`src/design/mpfe_pkg.sv`:
```
// shared types and constants of the manchester pulse frame encoder
package mpfe_pkg;

    // field widths
    localparam int unsigned STATION_W  = 13;
    localparam int unsigned PAGER_W    = 10;
    localparam int unsigned DUR_W      = 16;
    localparam int unsigned FRAME_BITS = STATION_W + PAGER_W + 1;
    localparam int unsigned SYMBOLS    = 2 * FRAME_BITS;
    localparam int unsigned SYM_CNT_W  = $clog2(SYMBOLS);

    // configuration port
    localparam int unsigned CFG_IDX_W  = 3;
    localparam int unsigned CFG_DATA_W = DUR_W;

    // register reset values
    localparam logic [DUR_W-1:0] SHORT_RST = 16'd200;
    localparam logic [DUR_W-1:0] LONG_RST  = 16'd600;
    localparam logic [DUR_W-1:0] GAP_RST   = 16'd6000;
    localparam logic [DUR_W-1:0] TAIL_RST  = 16'd200;
    localparam logic             POL_RST   = 1'b0;

    // register indexes
    typedef enum logic [CFG_IDX_W-1:0] {
        CFG_SHORT    = 3'd0,
        CFG_LONG     = 3'd1,
        CFG_GAP      = 3'd2,
        CFG_TAIL     = 3'd3,
        CFG_POLARITY = 3'd4
    } t_cfg_idx;

    // input item
    typedef struct packed {
        logic [STATION_W-1:0] station;
        logic [PAGER_W-1:0]   pager;
        logic                 action;
    } t_in_item;

    // result item: one pulse
    typedef struct packed {
        logic             level;
        logic [DUR_W-1:0] duration;
        logic             last;
    } t_out_item;

    // control of the symbol cells
    typedef struct packed {
        logic load;
        logic shift;
    } t_cell_ctl;

    // frame sequencer phases
    typedef enum logic [2:0] {
        PH_IDLE,
        PH_GAP0,
        PH_DATA,
        PH_TAIL,
        PH_GAP1
    } t_phase;

endpackage

```
`src/design/mpfe_sym_cell.sv`:
```
// one symbol cell: loads its half-bit symbol or takes the one from its neighbour
module mpfe_sym_cell (
    input  logic                  i_clk,
    input  mpfe_pkg::t_cell_ctl   i_ctl,
    input  logic                  i_load_bit,
    input  logic                  i_next_bit,
    output logic                  o_bit
);
    import mpfe_pkg::*;

    logic r_bit;
    logic n_bit;

    // load wins over shift, otherwise hold
    always_comb begin
        n_bit = r_bit;
        if (i_ctl.load) begin
            n_bit = i_load_bit;
        end else if (i_ctl.shift) begin
            n_bit = i_next_bit;
        end
    end

    always_ff @(posedge i_clk) begin
        r_bit <= n_bit;
    end

    assign o_bit = r_bit;

endmodule

```
`src/design/mpfe_sym_chain.sv`:
```
// row of symbol cells holding the manchester coded frame, head at cell 0
module mpfe_sym_chain (
    input  logic                            i_clk,
    input  mpfe_pkg::t_cell_ctl             i_ctl,
    input  logic [mpfe_pkg::FRAME_BITS-1:0] i_frame,
    input  logic                            i_polarity,
    output logic                            o_head
);
    import mpfe_pkg::*;

    logic [SYMBOLS-1:0] load_bits;
    logic [SYMBOLS-1:0] sym_q;

    // manchester coding: first half is the bit xor polarity, second half its inverse
    always_comb begin
        for (int i = 0; i < FRAME_BITS; i++) begin
            load_bits[2*i]     = i_frame[i] ^ i_polarity;
            load_bits[2*i + 1] = ~(i_frame[i] ^ i_polarity);
        end
    end

    // cells shift towards the head, the far end fills with zero
    for (genvar g = 0; g < SYMBOLS; g++) begin : g_cell
        logic next_bit;
        if (g == SYMBOLS - 1) begin : g_end
            assign next_bit = 1'b0;
        end else begin : g_mid
            assign next_bit = sym_q[g + 1];
        end
        mpfe_sym_cell u_cell (
            .i_clk      (i_clk),
            .i_ctl      (i_ctl),
            .i_load_bit (load_bits[g]),
            .i_next_bit (next_bit),
            .o_bit      (sym_q[g])
        );
    end

    assign o_head = sym_q[0];

endmodule

```
`src/design/manchester_pulse_frame_encoder_core.sv`:
```
// Manchester pulse frame encoder: one frame in, 51 pulses out, one pulse per cycle while the
// receiver takes them. From idle, the input transfer first sets the sequencer phase, then the
// opening gap pulse goes into the output register. Data pulses leave the symbol cell row head;
// the next frame is taken in the cycle its predecessor's closing gap is issued.
// Reset: duration registers and polarity go to their defaults, sequencer idle, output empty.
module manchester_pulse_frame_encoder_core (
    input  logic                           i_clk,
    input  logic                           i_rst_n,
    // input channel
    input  logic                           i_in_valid,
    output logic                           o_in_ready,
    input  mpfe_pkg::t_in_item             i_in_data,
    // result channel
    output logic                           o_out_valid,
    input  logic                           i_out_ready,
    output mpfe_pkg::t_out_item            o_out_data,
    // configuration
    input  logic                           i_cfg_wr_en,
    input  logic [mpfe_pkg::CFG_IDX_W-1:0] i_cfg_index,
    input  logic [mpfe_pkg::CFG_DATA_W-1:0] i_cfg_wdata
);
    import mpfe_pkg::*;

    // configuration registers
    logic [DUR_W-1:0] r_short;
    logic [DUR_W-1:0] r_long;
    logic [DUR_W-1:0] r_gap;
    logic [DUR_W-1:0] r_tail;
    logic             r_pol;

    // sequencer and output stage
    t_phase               r_phase;
    t_phase               n_phase;
    logic [SYM_CNT_W-1:0] r_cnt;
    logic [SYM_CNT_W-1:0] n_cnt;
    logic                 r_out_valid;
    t_out_item            r_out;

    logic      adv;
    logic      emit;
    logic      in_ready;
    logic      in_xfer;
    logic      sym_head;
    logic      data_end;
    t_out_item pulse;
    t_cell_ctl cell_ctl;

    // configuration writes, unknown indexes ignored
    always_ff @(posedge i_clk) begin
        if (!i_rst_n) begin
            r_short <= SHORT_RST;
            r_long  <= LONG_RST;
            r_gap   <= GAP_RST;
            r_tail  <= TAIL_RST;
            r_pol   <= POL_RST;
        end else if (i_cfg_wr_en) begin
            case (i_cfg_index)
                CFG_SHORT:    r_short <= i_cfg_wdata;
                CFG_LONG:     r_long  <= i_cfg_wdata;
                CFG_GAP:      r_gap   <= i_cfg_wdata;
                CFG_TAIL:     r_tail  <= i_cfg_wdata;
                CFG_POLARITY: r_pol   <= i_cfg_wdata[0];
                default: ;
            endcase
        end
    end

    // output slot free for a new pulse
    assign adv      = !r_out_valid || i_out_ready;
    assign data_end = (r_cnt == SYM_CNT_W'(SYMBOLS - 1));
    assign in_xfer  = i_in_valid && in_ready;

    // next phase
    always_comb begin
        n_phase = r_phase;
        case (r_phase)
            PH_IDLE: if (in_xfer) n_phase = PH_GAP0;
            PH_GAP0: if (adv) n_phase = PH_DATA;
            PH_DATA: if (adv && data_end) n_phase = PH_TAIL;
            PH_TAIL: if (adv) n_phase = PH_GAP1;
            PH_GAP1: begin
                if (adv) begin
                    n_phase = in_xfer ? PH_GAP0 : PH_IDLE;
                end
            end
            default: n_phase = PH_IDLE;
        endcase
    end

    // phase outputs: pulse contents, cell control, input ready, next symbol count
    always_comb begin
        pulse          = '0;
        emit           = 1'b0;
        in_ready       = 1'b0;
        cell_ctl.shift = 1'b0;
        n_cnt          = r_cnt;
        case (r_phase)
            PH_IDLE: begin
                in_ready = 1'b1;
            end
            PH_GAP0: begin
                emit           = adv;
                pulse.level    = 1'b0;
                pulse.duration = r_gap;
                if (adv) n_cnt = '0;
            end
            PH_DATA: begin
                emit           = adv;
                pulse.level    = ~r_cnt[0];
                pulse.duration = sym_head ? r_long : r_short;
                cell_ctl.shift = adv;
                if (adv) n_cnt = r_cnt + 1'b1;
            end
            PH_TAIL: begin
                emit           = adv;
                pulse.level    = 1'b1;
                pulse.duration = r_tail;
            end
            PH_GAP1: begin
                emit           = adv;
                in_ready       = adv;
                pulse.level    = 1'b0;
                pulse.duration = r_gap;
                pulse.last     = 1'b1;
            end
            default: ;
        endcase
        cell_ctl.load = in_xfer;
    end

    // sequencer registers
    always_ff @(posedge i_clk) begin
        if (!i_rst_n) begin
            r_phase <= PH_IDLE;
            r_cnt   <= '0;
        end else begin
            r_phase <= n_phase;
            r_cnt   <= n_cnt;
        end
    end

    // output register
    always_ff @(posedge i_clk) begin
        if (!i_rst_n) begin
            r_out_valid <= 1'b0;
        end else if (emit) begin
            r_out_valid <= 1'b1;
        end else if (i_out_ready) begin
            r_out_valid <= 1'b0;
        end
    end

    always_ff @(posedge i_clk) begin
        if (emit) begin
            r_out <= pulse;
        end
    end

    // symbol cell row
    mpfe_sym_chain u_chain (
        .i_clk      (i_clk),
        .i_ctl      (cell_ctl),
        .i_frame    ({i_in_data.action, i_in_data.pager, i_in_data.station}),
        .i_polarity (r_pol),
        .o_head     (sym_head)
    );

    assign o_in_ready  = in_ready;
    assign o_out_valid = r_out_valid;
    assign o_out_data  = r_out;

endmodule

```
`config.mk`:
```
export PLATFORM = sky130hd
export DESIGN_NAME = manchester_pulse_frame_encoder_core
export DESIGN_NICKNAME = d
export VERILOG_FILES = /design/src/design/mpfe_pkg.sv /design/src/design/mpfe_sym_cell.sv /design/src/design/mpfe_sym_chain.sv /design/src/design/manchester_pulse_frame_encoder_core.sv
export SDC_FILE = /design/constraint.sdc
export NUM_CORES = 1
export LEC_CHECK = 0
export BUFFER_PORTS_ARGS = -buffer_cell sky130_fd_sc_hd__buf_2
export CAP_MARGIN = 5
export CORE_ASPECT_RATIO = 1.1
export CORE_MARGIN = 4
export CORE_UTILIZATION = 63
export DETAILED_ROUTE_END_ITERATION = 10
export GPL_ROUTABILITY_DRIVEN = 0
export PLACE_DENSITY = 0.85
export SYNTH_ARGS = -nofsm -noshare
export SYNTH_HDL_FRONTEND = slang
export SYNTH_SLANG_ARGS = --single-unit
```
`constraint.sdc`:
```
create_clock -name i_clk -period 6.5 [get_ports i_clk]
set_input_delay 0.325 -clock i_clk [delete_from_list [all_inputs] [get_ports i_clk]]
set_output_delay 0.325 -clock i_clk [all_outputs]
set_load 0.02 [all_outputs]
```
* Word-level counts from Yosys, hierarchy flattened
Cells that the tools add are included.
** Cells by class
- $add $sub $neg :: 1
- Equal/unequal tests :: 15
- Muxes and demuxes :: 114
- Bitwise gates (word level) :: 49
- Reductions and logical operators :: 18
** Operators by type and width (count)
- $mux 1 :: 102
- $pmux 17 s3 :: 1
- $not 1->1 :: 25
- $xor 1x1->1 :: 24
- $mux 16 :: 1
- $mux 3 :: 5
- $pmux 3 s5 :: 1
- $eq 3x2->1 const B :: 4
- $mux 6 :: 2
- $ne 2x2->1 const B :: 6
- $pmux 6 s2 :: 1
- $reduce_and 2->1 :: 5
- $add 6x1->6 const B :: 1
- $eq 3x1->1 const B :: 2
- $eq 3x3->1 const B :: 2
- $eq 6x6->1 const B :: 1
- $logic_not 3->1 :: 2
- $reduce_bool 2->1 :: 3
- $reduce_and 5->1 :: 1
- $reduce_or 4->1 :: 1
- $reduce_and 3->1 :: 1
- $logic_and 1x1->1 :: 2
- $pmux 1 s2 :: 1
- $reduce_or 2->1 :: 1
- 2 further kinds :: 2
** Word-level totals
- Flip-flop bits (word level) :: 141
- Input port bits :: 48
- Output and inout port bits :: 20
- Logic and storage cells :: 256

* Longest topological paths before layout
- Depth after elaboration :: 7
- Depth in mapped cells :: 7
- Depth with buffers taken out :: 5

* Cells and area by module
A second synthesis with hierarchy kept.
** Unflattened totals
- Cell total of the unflattened synthesis :: 681
- Area total of the unflattened synthesis :: 7114.3 µm²
** Modules (own cells, without submodules)
- manchester_pulse_frame_encoder_core :: instances 1, cells an instance 482, area each 4149.0 µm², sequential area each 2042.0 µm²
- mpfe_sym_cell :: instances 48, cells an instance 3, area each 51.3 µm², sequential area each 30.0 µm²
- mpfe_sym_chain :: instances 1, cells an instance 55, area each 503.0 µm², sequential area each 0.0 µm²

* Worst setup path before layout
No wires, ideal clock.
- Path kind :: reg-to-reg
- From :: register r_out_valid (netlist: o_out_valid)
- To :: register u_chain.g_cell[0].u_cell.r_bit (enable)
- Setup time :: 384 ps
- Data arrival time :: 1989 ps
- Required time :: 6116 ps
- Path slack :: 4127 ps
- Stages on the path, launching flop included :: 5
- Buffers on the path :: 1
- Clock period less this slack :: 2373 ps
- Path through :: dfxtp_1 -> nor2b_4 -> buf_6 -> a2111oi_4 -> or2_2
** On the way
- Cells in the longest elaborated chain, start to end :: 5
- Elaborated cells on any way between the ends :: 6
- Those cells by class :: mux: 2; reduce/logical: 4
** Ends and longest elaborated chain
- start: declaration :: line manchester_pulse_frame_encoder_core.sv:36 : logic r_out_valid;
- start signal: assignment :: line manchester_pulse_frame_encoder_core.sv:145 : r_out_valid <= 1'b0;
- start signal: assignment :: line manchester_pulse_frame_encoder_core.sv:147 : r_out_valid <= 1'b1;
- start signal: assignment :: line manchester_pulse_frame_encoder_core.sv:149 : r_out_valid <= 1'b0;
- $logic_not 1->1 * :: line manchester_pulse_frame_encoder_core.sv:69 : assign adv = !r_out_valid || i_out_ready;
- $logic_or 1x1->1 * :: line manchester_pulse_frame_encoder_core.sv:69
- $pmux 1 s2 :: line manchester_pulse_frame_encoder_core.sv:97 : case (r_phase)
- $logic_and 1x1->1 :: line manchester_pulse_frame_encoder_core.sv:71 : assign in_xfer = i_in_valid && in_ready;
- $reduce_bool 2->1 (no line) *
- end signal: assignment :: line mpfe_sym_cell.sv:25 : r_bit <= n_bit;
- end: declaration :: line mpfe_sym_cell.sv:11 : logic r_bit;
Mark *: on every way between the ends. The rest lies on a longest branch, timed or not.
A chain may end at the register's enable or synchronous reset.

* Worst setup path after layout
- From :: register r_phase[2]
- To :: register u_chain.g_cell[17].u_cell.r_bit (enable)
** On the way
- Cells in the longest elaborated chain, start to end :: 4
- Elaborated cells on any way between the ends :: 7
- Those cells by class :: eq/ne: 2; mux: 2; reduce/logical: 3
** Ends and longest elaborated chain
- start: declaration :: line manchester_pulse_frame_encoder_core.sv:32 : t_phase r_phase;
- start signal: assignment :: line manchester_pulse_frame_encoder_core.sv:137 : r_phase <= n_phase;
- $eq 3x3->1 or $logic_not 3->1 (tied branches) :: line manchester_pulse_frame_encoder_core.sv:97
- $pmux 1 s2 :: line manchester_pulse_frame_encoder_core.sv:97
- $logic_and 1x1->1 :: line manchester_pulse_frame_encoder_core.sv:71
- $reduce_bool 2->1 (no line) *
- end signal: assignment :: line mpfe_sym_cell.sv:25
- end: declaration :: line mpfe_sym_cell.sv:11
Marked as above.

==> impl_metrics.ini <==
[finish]
fillers = 666
multi_input_area_sq_um = 2631
syn2layout_area_growth_pct = 12.41
nets = 761
drive_above_1_share = 0.1644
antenna_cells = 0
seqCellArea_sq_um = 3483
final_common_cell = nand2_1
final_cell_mix = 169 x nand2_1, 75 x dfxtp_1, 67 x buf_2, 66 x edfxtp_1, 51 x a21boi_0

[global_route]
grt_util_all_layers = 0.2341
overflow = 0
grt_pass1_wl_microns = 22150
antenna_found_initial = 0
grt_pass1_vias = 4640
grt_max_degree = 77

[hold_path]
hold_depth = 3
hold_path_class = input port to register
holdCritStartpoint = i_cfg_wdata[9]
whs_endpoint = r_gap[9]

[cts]
clk_pin_slew_worst_paths_ns = 0.06
ctsResizeCount = 0
clock_sinks = 141
clockBufferDepth = 2
cts_tree = built
holdBufCountCts = 0
cts_buffers = 17
htreeDepth = 4
postCtsSetupRepairBufs = 0
cts_root_buffer = clkbuf_8
clock_latency_ns = 0.52

[logic_synthesis]
netlist_area_sq_um = 6452
synthCells = 668
yosysSeqAreaShare = 0.5398
synth_area_per_cell_sq_um = 9.659
synth_edf_count = 66
synth_seq_cells = 141
ys_types = 43
synthArstFlopShare = 0
synth_ff_type = dfxtp_1
synth-warning-count = 0
syn-num-nets = 717

[power]
swShare = 0.3246
pwr-share-clk = 0.272
internal_power_mw = 2.159
power_density_nw_per_um2 = 440.8
power.leakage_nw = 2.745
ir_worst_vdd_uv = 214.3
p_sw_mw = 1.038
power_frac_comb = 0.278
power.total_mw = 3.197
seqPwrFrac = 0.450

[setup_path]
r2r_slack_ns = 3.50
reg2reg_to = u_chain.g_cell[17].u_cell.o_bit
critPathArrivalTime_ns = 3.13
startpoint_type = register
worstPathMaxFanout = 72
r2r_cells = 3
cp-end-kind = register
crit_type = register to register
reg2reg_from = r_phase[2]
crit_required_ns = 6.63

[timing]
slew_headroom = 0.1576
hold_viol = 0
clock_skew_ns = 0.01011
post-route-period-util = 0.4610
max_freq_ghz = 0.3337
setup_viol_count_final = 0
slew_viol_final = 0
timing.setup.tns_ns = 0
final_period_minus_worst_setup_slack_ns = 2.996
worst_slew_pin_slew_ns = 1.261
rsz0062_at_grt = no

[detailed_routing]
vias = 4753
drtIter0Drc = 457
via_per_inst = 5.632
wl_per_cell_microns = 16.21
drtAntennaViolNets = 0
routed_wl_microns = 13680
drt_first_pass_iters = 5
drc = 0

[die]
die_h_microns = 114.1
die_area_sq_um = 11930
std_cell_rows = 38
coreArea_sq_um = 9937
initial_core_util = 0.6493
io_pins = 68
die_x_microns = 104.5

[place]
numPortBuffers = 67
hpwl_microns = 8556

[run]
drv_cap = 0

[run_status]
status = finished clean
-- per-stage QoR --
step | hold WS [ns] | cells | setup WS, ns | util | cell area, sq um
6_report | 0.06641 | 844 | 3.504 | 0.7299 | 7253
5_1_grt | 0.06729 | 844 | 3.236 | 0.7299 | 7253
4_1_cts | 0.05761 | 844 | 3.517 | 0.7299 | 7253
3_5_place_dp | 0.4494 | 813 | 3.532 | 0.6770 | 6728
3_3_place_gp | 0.4446 | 813 | 3.611 | 0.6770 | 6728
2_1_floorplan | 0.4351 | 668 | 4.127 | - | 6452
-- cell families (layout without fill, tap and decap cells) --
group,after synthesis,after routing,share of synthesized area
XOR/XNOR,27,27,0.03665
AND/OR/NAND/NOR,250,250,0.1666
AO/OA/AOI/OAI,144,144,0.1483
adder cells (fa/ha/maj),1,1,0.001939
multiplexers,33,33,0.05429
buffers and inverters,72,128,0.05236
flip-flops,141,141,0.5398
-- critical path: stages, from the launching register on --
cell and delay (ns):
dfxtp_1 0.64, a2111oi_4 0.44, buf_4 0.56, or2_2 0.94
-- flip-flops by register name, summed over array words and instances, names as in the netlist --
| register | flops |
|---|---|
| o_out_data | 18 |
| o_out_valid | 1 |
| r_cnt | 6 |
| r_gap | 16 |
| r_long | 16 |
| r_phase | 3 |
| r_pol | 1 |
| r_short | 16 |
| r_tail | 16 |
| u_chain.g_cell.u_cell.o_bit | 48 |
-- per-layer routing --
metal	global-route usage	routed length (microns)	up-vias	share of wire
li1	-	-	2345	-
met1	0.2904	5806	2248	0.42
met2	0.4083	6976	139	0.51
met3	0.05979	744	21	0.054
met4	0.06472	153	0	0.011
met5	0	0	-	0
-- Yosys cell counts (2+ instances only) --
library cell / instances / share of area
buf_2: 14 / 0.011
edfxtp_1: 66 / 0.31
inv_1: 25 / 0.015
xnor2_1: 26 / 0.035
and2_1: 4 / 0.0039
o21a_1: 24 / 0.028
nand3b_1: 2 / 0.0023
o211ai_1: 2 / 0.0023
a21oi_1: 20 / 0.016
a21boi_0: 51 / 0.059
nor2b_1: 4 / 0.0039
mux2_2: 16 / 0.028
nand3_1: 24 / 0.019
buf_6: 6 / 0.010
clkbuf_1: 24 / 0.014
mux2i_1: 17 / 0.026
and3_1: 3 / 0.0029
nor2_1: 23 / 0.013
nand2_2: 3 / 0.0029
nand2b_1: 2 / 0.0019
and3b_1: 4 / 0.0054
o21ai_0: 41 / 0.032
nor3b_1: 2 / 0.0023
dfxtp_1: 75 / 0.23
nand2_1: 169 / 0.098
nor3_1: 4 / 0.0031
-- worst max path at each step --
| stage | slack (ns) | end | start | depth (start not counted) |
|---|---|---|---|---|
| floorplan | 4.13 | u_chain.g_cell[0].u_cell.o_bit | o_out_valid | 4 |
| global placement | 3.61 | u_chain.g_cell[13].u_cell.o_bit | r_phase[2] | 3 |
| detailed placement | 3.53 | u_chain.g_cell[13].u_cell.o_bit | r_phase[2] | 3 |
| CTS | 3.52 | u_chain.g_cell[13].u_cell.o_bit | r_phase[2] | 3 |
| global route | 3.24 | u_chain.g_cell[17].u_cell.o_bit | r_phase[2] | 3 |
| finish | 3.50 | u_chain.g_cell[17].u_cell.o_bit | r_phase[2] | 3 |
-- layout make-up --
class,instances,area share
Clock buffer,19,0.05813
Inverter,26,0.01346
Sequential cell,141,0.4802
Clock inverter,12,0.01432
Tap cell,120,0.02070
Timing Repair Buffer,71,0.05037
Multi-Input combinational cell,455,0.3628
-- power by group through the flow --
stage / registers [mW] / logic [mW] / clock network (mW)
after CTS: 1.44 / 0.889 / 0.875
after detailed placement: 1.45 / 0.875 / 0
after floorplan: 1.47 / 0.623 / 0
final: 1.44 / 0.890 / 0.869
after global routing: 1.46 / 0.976 / 0.915
after global placement: 1.44 / 0.839 / 0
No activity file was read; power rests on OpenSTA's default activity.
